`config.mk`:
```
export PLATFORM = sky130hd
export DESIGN_NAME = fmmt_fpu
export DESIGN_NICKNAME = d
export VERILOG_FILES = /design/src/hw/rtl/fmmt_pkg.sv /design/src/hw/rtl/fmmt_fpu.sv
export SDC_FILE = /design/constraint.sdc
export NUM_CORES = 2
export LEC_CHECK = 0
export ABC_AREA = 0
export BUFFER_PORTS_ARGS = -buffer_cell sky130_fd_sc_hd__buf_2
export CAP_MARGIN = 10
export CORE_UTILIZATION = 60
export DETAILED_ROUTE_END_ITERATION = 10
export PLACE_DENSITY = 0.77
export SYNTH_ARGS = -nofsm -noshare
export SYNTH_HDL_FRONTEND = slang
export SYNTH_SLANG_ARGS = --single-unit
```
`constraint.sdc`:
```
create_clock -name clk -period 15.01 [get_ports clk]
set_input_delay 3.002 -clock clk [delete_from_list [all_inputs] [get_ports clk]]
set_output_delay 3.002 -clock clk [all_outputs]
set_load 0.03 [all_outputs]
```
`src/hw/rtl/fmmt_pkg.sv`:
```
// ----------------------------------------------------------------------------
// fmmt_pkg
// Shared constants, codes and types of the single precision matrix product
// core with optional transposes.
// ----------------------------------------------------------------------------
package fmmt_pkg;

  // Largest accepted matrix dimension.
  localparam int MAX_DIM     = 16;
  // Word stores and their addressing.
  localparam int STORE_DEPTH = 256;
  localparam int ADDR_W      = $clog2(STORE_DEPTH);
  localparam int CNT_W       = ADDR_W + 1;
  localparam int WORD_W      = 32;
  // Dimension registers are five bits wide.
  localparam int DIM_W       = 5;
  localparam int PROD_W      = 2 * DIM_W;
  localparam int CFG_IDX_W   = 3;

  // Configuration register indexes.
  localparam logic [CFG_IDX_W-1:0] CFG_A_ROWS  = 3'd0;
  localparam logic [CFG_IDX_W-1:0] CFG_A_COLS  = 3'd1;
  localparam logic [CFG_IDX_W-1:0] CFG_B_ROWS  = 3'd2;
  localparam logic [CFG_IDX_W-1:0] CFG_B_COLS  = 3'd3;
  localparam logic [CFG_IDX_W-1:0] CFG_TRANS_A = 3'd4;
  localparam logic [CFG_IDX_W-1:0] CFG_TRANS_B = 3'd5;
  localparam logic [CFG_IDX_W-1:0] CFG_ALPHA   = 3'd6;

  localparam logic [WORD_W-1:0] ALPHA_RESET = 32'h3F80_0000;

  // Item operations.
  typedef enum logic [1:0] {
    OP_LOAD_A  = 2'd0,
    OP_LOAD_B  = 2'd1,
    OP_COMPUTE = 2'd2,
    OP_READ_C  = 2'd3
  } op_t;

  // Result status codes.
  typedef enum logic [1:0] {
    ST_OK    = 2'd0,
    ST_DIM   = 2'd1,
    ST_RANGE = 2'd2
  } status_t;

  // Floating point unit operations.
  typedef enum logic {
    FOP_MUL = 1'b0,
    FOP_ADD = 1'b1
  } fop_t;

  // One request to the floating point unit.
  typedef struct packed {
    fop_t              fop;
    logic [WORD_W-1:0] x;
    logic [WORD_W-1:0] y;
  } fpu_req_t;

endpackage

```
`src/hw/rtl/fmmt_fpu.sv`:
```
// ----------------------------------------------------------------------------
// fmmt_fpu
// Two stage single precision multiply or add with round to nearest even.
// The first stage forms the exact product or aligned sum, the second stage
// normalizes and rounds.
// ----------------------------------------------------------------------------
module fmmt_fpu (
  input  logic                                clk,
  input  logic                                rst_n,
  input  logic                                go,
  input  fmmt_pkg::fpu_req_t                  req,
  output logic                                vld,
  output logic [fmmt_pkg::WORD_W-1:0]         res
);
  import fmmt_pkg::*;

  localparam int MW = 51;
  localparam int XW = MW + 27;
  localparam logic [WORD_W-1:0] QNAN_DEFAULT = 32'hFFC0_0000;
  localparam logic [WORD_W-1:0] QUIET_BIT    = 32'h0040_0000;

  // Position of the leading one.
  function automatic logic [5:0] lead_pos(input logic [MW-1:0] v);
    logic [5:0] r;
    r = '0;
    for (int b = 0; b < MW; b++) begin
      if (v[b]) r = 6'(b);
    end
    return r;
  endfunction

  // Operand unpacking.
  logic       xs, ys, x_nan, y_nan, x_inf, y_inf, x_zero, y_zero;
  logic [7:0] xe, ye;
  logic [23:0] xm, ym;

  assign xs     = req.x[31];
  assign ys     = req.y[31];
  assign xe     = (req.x[30:23] == 8'd0) ? 8'd1 : req.x[30:23];
  assign ye     = (req.y[30:23] == 8'd0) ? 8'd1 : req.y[30:23];
  assign xm     = {req.x[30:23] != 8'd0, req.x[22:0]};
  assign ym     = {req.y[30:23] != 8'd0, req.y[22:0]};
  assign x_nan  = (req.x[30:23] == 8'hFF) && (req.x[22:0] != '0);
  assign y_nan  = (req.y[30:23] == 8'hFF) && (req.y[22:0] != '0);
  assign x_inf  = (req.x[30:23] == 8'hFF) && (req.x[22:0] == '0);
  assign y_inf  = (req.y[30:23] == 8'hFF) && (req.y[22:0] == '0);
  assign x_zero = (req.x[30:0] == '0);
  assign y_zero = (req.y[30:0] == '0);

  // Stage one: exact product or aligned sum and special cases.
  logic              s1_vld_r, s1_vld_nxt;
  logic              s1_spec_r, s1_spec_nxt;
  logic [WORD_W-1:0] s1_spec_val_r, s1_spec_val_nxt;
  logic              s1_sign_r, s1_sign_nxt;
  logic signed [11:0] s1_eadj_r, s1_eadj_nxt;
  logic [MW-1:0]     s1_m_r, s1_m_nxt;

  logic        x_big;
  logic [7:0]  big_e, sm_e, dexp;
  logic [23:0] big_m, sm_m;
  logic        big_s, sm_s;
  logic [49:0] sm_ext, sm_sh;
  logic        sm_lost;
  logic [MW-1:0] big_al, sm_al;

  always_comb begin
    x_big   = {xe, xm} >= {ye, ym};
    big_e   = x_big ? xe : ye;
    big_m   = x_big ? xm : ym;
    big_s   = x_big ? xs : ys;
    sm_e    = x_big ? ye : xe;
    sm_m    = x_big ? ym : xm;
    sm_s    = x_big ? ys : xs;
    dexp    = big_e - sm_e;
    sm_ext  = {sm_m, 26'd0};
    sm_sh   = sm_ext >> dexp;
    sm_lost = (sm_ext & ~({50{1'b1}} << dexp)) != '0;
    big_al  = {1'b0, big_m, 26'd0};
    sm_al   = {1'b0, sm_sh[49:1], sm_sh[0] | sm_lost};

    s1_vld_nxt      = go;
    s1_spec_nxt     = 1'b0;
    s1_spec_val_nxt = '0;
    if (req.fop == FOP_MUL) begin
      s1_m_nxt    = MW'(xm * ym);
      s1_sign_nxt = xs ^ ys;
      s1_eadj_nxt = $signed({4'd0, xe}) + $signed({4'd0, ye}) - 12'sd173;
      s1_spec_nxt = 1'b1;
      if (x_nan) begin
        s1_spec_val_nxt = req.x | QUIET_BIT;
      end else if (y_nan) begin
        s1_spec_val_nxt = req.y | QUIET_BIT;
      end else if ((x_inf && y_zero) || (y_inf && x_zero)) begin
        s1_spec_val_nxt = QNAN_DEFAULT;
      end else if (x_inf || y_inf) begin
        s1_spec_val_nxt = {xs ^ ys, 8'hFF, 23'd0};
      end else if (x_zero || y_zero) begin
        s1_spec_val_nxt = {xs ^ ys, 31'd0};
      end else begin
        s1_spec_nxt = 1'b0;
      end
    end else begin
      s1_m_nxt    = (big_s == sm_s) ? (big_al + sm_al) : (big_al - sm_al);
      s1_sign_nxt = (s1_m_nxt == '0) ? (xs & ys) : big_s;
      s1_eadj_nxt = $signed({4'd0, big_e}) - 12'sd49;
      s1_spec_nxt = 1'b1;
      if (x_nan) begin
        s1_spec_val_nxt = req.x | QUIET_BIT;
      end else if (y_nan) begin
        s1_spec_val_nxt = req.y | QUIET_BIT;
      end else if (x_inf && y_inf && (xs != ys)) begin
        s1_spec_val_nxt = QNAN_DEFAULT;
      end else if (x_inf) begin
        s1_spec_val_nxt = req.x;
      end else if (y_inf) begin
        s1_spec_val_nxt = req.y;
      end else begin
        s1_spec_nxt = 1'b0;
      end
    end
  end

  // Stage two: normalize, round and pack.
  logic [5:0]         p;
  logic signed [11:0] e_full, rs, shamt;
  logic               sub;
  logic [XW-1:0]      xw, yw;
  logic               lost, g, st, up;
  logic [23:0]        q;
  logic [7:0]         ef;
  logic [30:0]        packed_mag;
  logic [WORD_W-1:0]  res_nxt;

  always_comb begin
    p          = lead_pos(s1_m_r);
    e_full     = $signed({6'd0, p}) + s1_eadj_r;
    sub        = e_full < 12'sd1;
    rs         = sub ? (-12'sd22 - s1_eadj_r) : ($signed({6'd0, p}) - 12'sd23);
    shamt      = rs + 12'sd25;
    xw         = {s1_m_r, 27'd0};
    yw         = xw >> unsigned'(shamt);
    lost       = (xw & ~({XW{1'b1}} << unsigned'(shamt))) != '0;
    q          = yw[25:2];
    g          = yw[1];
    st         = yw[0] | lost;
    up         = g & (st | q[0]);
    ef         = sub ? 8'd0 : e_full[7:0];
    packed_mag = {ef, q[22:0]} + 31'(up);
    if (s1_spec_r) begin
      res_nxt = s1_spec_val_r;
    end else if (s1_m_r == '0) begin
      res_nxt = {s1_sign_r, 31'd0};
    end else if (!sub && (e_full >= 12'sd255)) begin
      res_nxt = {s1_sign_r, 8'hFF, 23'd0};
    end else begin
      res_nxt = {s1_sign_r, packed_mag};
    end
  end

  // Pipeline registers.
  always_ff @(posedge clk) begin
    if (!rst_n) begin
      s1_vld_r <= 1'b0;
      vld      <= 1'b0;
    end else begin
      s1_vld_r <= s1_vld_nxt;
      vld      <= s1_vld_r;
    end
    s1_spec_r     <= s1_spec_nxt;
    s1_spec_val_r <= s1_spec_val_nxt;
    s1_sign_r     <= s1_sign_nxt;
    s1_eadj_r     <= s1_eadj_nxt;
    s1_m_r        <= s1_m_nxt;
    res           <= res_nxt;
  end

endmodule

```
-- Yosys cells after proc, flatten, opt, wreduce, memory -nomap -nowiden
Index checks and enable logic that the tools add are counted.
- register bits: 131
- input port bits: 68
- multiply operators: 1
- eq/ne operators: 4
- shift operators: 4
- $lt $le $gt $ge: 3
- multiplexer cells: 90
- add/sub/neg operators: 11
- bitwise logic cells: 10
- reduce and logical (&&, ||, !) cells: 27
- operators with widths (operator ; count):
    2-to-1 mux 32 bit ; 12
    2-to-1 mux 6 bit ; 49
    zero test 51 bit ; 2
    bitwise AND 78 bit ; 1
    inverter 78 bit ; 1
    nonzero test 78 bit ; 1
    << shifter 78 x 12 -> 78 bit, first input constant ; 1
    right shift 78 x 12 -> 25 bit ; 1
    zero test 31 bit ; 2
    2-to-1 mux 31 bit ; 2
    adder 50 x 50 -> 51 bit ; 1
    2-to-1 mux 51 bit ; 1
    subtractor 50 x 50 -> 51 bit ; 1
    bitwise AND 50 bit ; 1
    inverter 50 bit ; 1
    nonzero test 50 bit ; 1
    << shifter 50 x 8 -> 50 bit, first input constant ; 1
    right shift 50 x 8 -> 50 bit ; 1
    multiplier 24 x 24 -> 48 bit ; 1
    2-to-1 mux 24 bit ; 2
    2-to-1 mux 48 bit ; 1
    zero test 23 bit ; 2
    nonzero test 23 bit ; 2
    2-to-1 mux 8 bit ; 5
    25 further kinds ; 57

-- Logic depth before layout (Yosys ltp)
- depth in word-level cells: 65
- mapped depth: 56
- gate-level depth less buffers: 46

-- Worst setup path after synthesis
No wires, ideal clock.
- kind: input port to flip-flop
- from: input req[59] (netlist bit)
- to: register s1_sign_r
- cell stages on the path: 47
- arrival: 12.717 ns
- required time: 14.931 ns
- slack: 2.214 ns
- setup time: 0.079 ns
- cells stage by stage: buf_2 nor4_4 nand2_2 buf_1 ha_1 and4b_1 nand2_1 a21oi_1 o211ai_1 nand2_1 buf_4 buf_2 buf_2 buf_2 buf_1 clkbuf_1 a21oi_1 ha_1 (+11 left out) a21oi_1 nor2_1 o21bai_1 a21oi_1 o21bai_1 a21oi_1 o21bai_1 a221oi_1 o211a_1 o41ai_1 a21oi_1 nor3_1 o21a_1 o31ai_1 xor2_1 or4b_1 or3_1 o211ai_1
- word-level cells in the longest chain between the ends: 15
- elaborated cells on any way between the ends: 24
- ends and longest elaborated chain (what ; RTL line ; RTL):
    start: declaration ; fmmt_fpu.sv:11 ; input fmmt_pkg::fpu_req_t req,
    zero test 8 bit ; fmmt_fpu.sv:39 ; assign xe = (req.x[30:23] == 8'd0) ? 8'd1 : req.x[30:23];
    2-to-1 mux 8 bit ; fmmt_fpu.sv:39 ;
    greater-or-equal comparator 32 bit ; fmmt_fpu.sv:67 ; x_big = {xe, xm} >= {ye, ym};
    2-to-1 mux 8 bit (on tied branches) ; fmmt_fpu.sv:68, fmmt_fpu.sv:71 ;
    subtractor 8 bit ; fmmt_fpu.sv:74 ; dexp = big_e - sm_e;
    << shifter 50 x 8 -> 50 bit ; fmmt_fpu.sv:77 ; sm_lost = (sm_ext & ~({50{1'b1}} << dexp)) != '0;
    inverter 50 bit ; fmmt_fpu.sv:77 ;
    bitwise AND 50 bit ; fmmt_fpu.sv:77 ;
    nonzero test 50 bit ; fmmt_fpu.sv:77 ;
    bitwise OR 1 bit ; fmmt_fpu.sv:79 ; sm_al = {1'b0, sm_sh[49:1], sm_sh[0] | sm_lost};
    subtractor 50 x 50 -> 51 bit or adder 50 x 50 -> 51 bit (tied branches) ; fmmt_fpu.sv:103 ; s1_m_nxt = (big_s == sm_s) ? (big_al + sm_al) : (big_al - sm_al);
    2-to-1 mux 51 bit ; fmmt_fpu.sv:103 ;
    zero test 51 bit ; fmmt_fpu.sv:104 ; s1_sign_nxt = (s1_m_nxt == '0) ? (xs & ys) : big_s;
    2-to-1 mux 1 bit (*) ; fmmt_fpu.sv:104 ;
    2-to-1 mux 1 bit (*) ; fmmt_fpu.sv:84 ; if (req.fop == FOP_MUL) begin
    via s1_sign_nxt ; fmmt_fpu.sv:54 ; logic s1_sign_r, s1_sign_nxt;
    end signal: assignment ; fmmt_fpu.sv:171 ; s1_sign_r <= s1_sign_nxt;
    end: declaration ; fmmt_fpu.sv:54 ;
Mark *: on every way through the listed nets, which the timed path passes. The rest lies on a longest branch.
A chain may end at the register's enable or synchronous reset.

-- Worst setup path after layout
- from: register s1_m_r[2]
- to: register res[21] (netlist bit)
- word-level cells in the longest chain between the ends: 64
- elaborated cells on any way between the ends: 70
- ends and longest elaborated chain (what ; RTL line ; RTL):
    start: declaration ; fmmt_fpu.sv:56 ; logic [MW-1:0] s1_m_r, s1_m_nxt;
    start signal: assignment ; fmmt_fpu.sv:173 ; s1_m_r <= s1_m_nxt;
    2-to-1 mux 6 bit (49 in series) ; fmmt_fpu.sv:27 ; if (v[b]) r = 6'(b);
    adder 7 x 12 -> 12 bit ; fmmt_fpu.sv:136 ; e_full = $signed({6'd0, p}) + s1_eadj_r;
    less-than comparator 12 x 2 -> 1 bit ; fmmt_fpu.sv:137 ; sub = e_full < 12'sd1;
    2-to-1 mux 12 bit ; fmmt_fpu.sv:138 ; rs = sub ? (-12'sd22 - s1_eadj_r) : ($signed({6'd0, p}) - 12'sd23);
    adder 12 x 6 -> 12 bit ; fmmt_fpu.sv:139 ; shamt = rs + 12'sd25;
    << shifter 78 x 12 -> 78 bit ; fmmt_fpu.sv:142 ; lost = (xw & ~({XW{1'b1}} << unsigned'(shamt))) != '0;
    inverter 78 bit ; fmmt_fpu.sv:142 ;
    bitwise AND 78 bit ; fmmt_fpu.sv:142 ;
    nonzero test 78 bit ; fmmt_fpu.sv:142 ;
    bitwise OR 1 bit ; fmmt_fpu.sv:145 ; st = yw[0] | lost;
    bitwise OR 1 bit ; fmmt_fpu.sv:146 ; up = g & (st | q[0]);
    bitwise AND 1 bit ; fmmt_fpu.sv:146 ;
    adder 31 x 1 -> 31 bit ; fmmt_fpu.sv:148 ; packed_mag = {ef, q[22:0]} + 31'(up);
    2-to-1 mux 31 bit ; fmmt_fpu.sv:153 ; end else if (!sub && (e_full >= 12'sd255)) begin
    2-to-1 mux 31 bit (*) ; fmmt_fpu.sv:151 ; end else if (s1_m_r == '0) begin
    2-to-1 mux 32 bit (*) ; fmmt_fpu.sv:149 ; if (s1_spec_r) begin
    via res_nxt[21] ; fmmt_fpu.sv:132 ; logic [WORD_W-1:0] res_nxt;
    end signal: assignment ; fmmt_fpu.sv:174 ; res <= res_nxt;
    end: declaration ; fmmt_fpu.sv:13 ; output logic [fmmt_pkg::WORD_W-1:0] res
Marks and branches as above.

==> reports/qor.csv <==
stage,metric,value,unit
sta,tightest_slew,1.36,ns
grt,grt_pass1_vias,39000,
clock_tree,cts_made_buffers,17,
grt,overflow,0,
worst_setup_path,critPathLaunchType,flip-flop,
routing,via_per_inst,6.93,
floorplanning,dieArea,68200,um2
clock_tree,hold_buffers,0,
worst_setup_path,rr_endpoint,res[21],
worst_setup_path,cp_slowest_stage_delay,0.89,ns
min_path,min-delay-start,s1_vld_r,
routing,wl,169000,um
worst_setup_path,crit_top_cell,o21ai_0,
yosys,synthFlopType,dfxtp_1,
layout,drive_gt1_frac,0.0888,
sta,fin_skew,0.0227,ns
clock_tree,cts_repair_resize_count,0,
placement,place_area,41200,um2
yosys,synthCells,5159,
placement,dpl.hpwl,128000,um
run_status,violations,design-rule violations,
yosys,synthTopCellsByArea,"fa_1 24%, ha_1 9.5%, dfxtp_1 6.4%",
worst_setup_path,regToRegSetupSlack,1.78,ns
worst_setup_path,cp_num_buf_inv,3,
routing,wl_per_cell,28.8,um
routing,drt_pass1_iterations,11,
sta,finalCriticalPeriod,13.23,ns
floorplanning,die_y,261,um
min_path,hp-class,reg2reg,
grt,grt_use_total,0.494,
worst_setup_path,r2r_cells,37,
sta,fin_crit_sh,0.881,
worst_setup_path,cp_slowest_cell,o21ai_1,
clock_tree,cts_tree,done,
routing,final_antenna_net_count,0,
grt,antenna_found_initial,8,
clock_tree,clk_pin_slew_worst_paths,0.07,ns
worst_setup_path,path_class,reg2reg,
yosys,syn-cell-area,40300,um2
floorplanning,rows,94,
placement,port_buffers,100,
min_path,min_to,vld,
clock_tree,cts_sinks,129,
sta,slew_viol_final,0,
sta,maxSlewHeadroom,0.0923,
layout,nets,5861,
floorplanning,io_pins,101,
yosys,syn_avg_cell_area,7.81,um2
placement,globalplace.congestion,1.18,
clock_tree,cts_setup_buffers,0,
sta,finalSetupViolations,0,
yosys,ys_seq_elements,129,
yosys,syn-num-nets,6020,
clock_tree,cts_root_buf,clkbuf_16,
run,max-cap-violations,0,
sta,hold_ws,0.436,ns
layout,fillCellCount,5788,
yosys,yosys-top-cells-count,"671 x inv_1, 669 x nand2_1, 486 x fa_1",
yosys,ys_warn_count,0,
yosys,post-synth-top-count-cell,inv_1,
layout,fin_area,41800,um2
worst_setup_path,arrival,13.59,ns
worst_setup_path,startpoint,s1_m_r[2],
yosys,synthDominantCellAreaShare,0.242,
yosys,seq_area_frac_synth,0.0641,
routing,vias,40700,
worst_setup_path,required,15.37,ns
yosys,synth_edf_count,0,
worst_setup_path,r2r_start,s1_m_r[2],
clock_tree,clockBufferDepth,2,
yosys,synth_area_leader_cell,fa_1,
yosys,synth_async_sr_flop_share,0,
yosys,synth_cell_types,112,
sta,rsz0062_at_grt,false,
floorplanning,coreArea,66100,um2
routing,drc_errors,6,
sta,tns,0,ns
grt,grt_max_degree,84,
clock_tree,htree_levels,4,
floorplanning,fp.dieW,261,um
clock_tree,clock_latency,0.48,ns
layout,fin_util,0.633,
min_path,whs_path_depth,1,
sta,fmax,0.0756,GHz
grt,grt_pass1_wl,249000,um
worst_setup_path,cp_top_family,compound AO/OA/AOI/OAI gates,
worst_setup_path,end_kind,flip-flop,
sta,hold_viol_final,0,
worst_setup_path,cp_max_fo,26,
floorplanning,initial_core_util,0.609,
routing,first_iter_violations,6233,
layout,area_growth,3.82,%
run_status,status,finished with violations,
## per-layer routing
metal,routed length [um],vias up,track usage
met5,26,-,0
met4,15000,4,0.360
met3,22200,800,0.143
met2,71700,3095,0.738
met1,60300,19600,0.609
li1,-,17200,-
## metrics by stage
| step | cells | setup slack, ns |
|---|---|---|
| finish | 5882 | 1.78 |
| global route | 5878 | 1.27 |
| CTS | 5876 | 2.26 |
| detailed placement | 5844 | 1.75 |
| global placement | 5844 | 1.97 |
| floorplan | 5159 | 2.21 |
## cell families (layout without fill, tap and decap cells)
group                      count (synthesis)  in the layout  share of synthesized area
DFF                                      129            129                     0.0641
adders and majority gates                794            794                      0.337
xor gates and xnor gates                 143            143                     0.0311
buffers and inverters                   1066            920                      0.102
and+or+nand+nor                         1674           1674                      0.199
other                                      0              5                          0
muxes                                    231            231                     0.0757
AOI/OAI and AO/OA                       1122           1122                      0.191
## cells in the final DEF, fill, tap and decap left out, types with 38 or more instances in the layout
cell type  instances
nand4_1           43
a21o_1            41
mux2_2            39
a211oi_1          48
a31oi_1           47
inv_1            671
nor4_1            44
a21oi_1          279
fa_1             486
nor2_1           293
buf_4            115
buf_2             99
nand3_1          131
nand2_1          667
mux4_2            55
and2_1           167
ha_1             304
dfxtp_1          129
o21ai_0          213
o211ai_1          38
xor2_1            48
mux2i_1          137
nor3_1           103
xnor2_1           91
## layout make-up
type / instances / area, um2 / share of cell area
Antenna cell: 5 / 12.5 / 0.000299
Clock buffer: 17 / 425 / 0.0102
Clock inverter: 15 / 139 / 0.00332
Inverter: 674 / 2530 / 0.0605
Multi-Input combinational cell: 3964 / 33700 / 0.806
Sequential cell: 129 / 2580 / 0.0618
Tap cell: 864 / 1080 / 0.0259
Timing Repair Buffer: 214 / 1360 / 0.0325
## worst reg2reg max path: cells and delay by family, from the launching register on
family / cells / cell delay, ns
adders and majority gates: 2 / 0.66
buffers and inverters: 3 / 1.13
xor gates and xnor gates: 2 / 0.60
DFF: 1 / 0.67
and+or+nand+nor: 6 / 3.15
AOI/OAI and AO/OA: 24 / 6.91
## sequential cells by signal (all words and copies together), names as in the netlist
name,count
res,32
s1_eadj_r,10
s1_m_r,51
s1_sign_r,1
s1_spec_r,1
s1_spec_val_r,32
s1_vld_r,1
vld,1
## worst max path at each step
stage           endpoint  slack, ns  cells after the start
5_1_grt          res[26]       1.27                     41
6_report         res[21]       1.78                     37
2_1_floorplan  s1_sign_r       2.21                     47
4_1_cts        s1_sign_r       2.26                     42
3_3_place_gp   s1_sign_r       1.97                     42
3_5_place_dp   s1_sign_r       1.75                     42
Power is left out: the tool's default activity adds up to more than one toggle a clock period on the data nets, which glitch-free logic cannot reach.
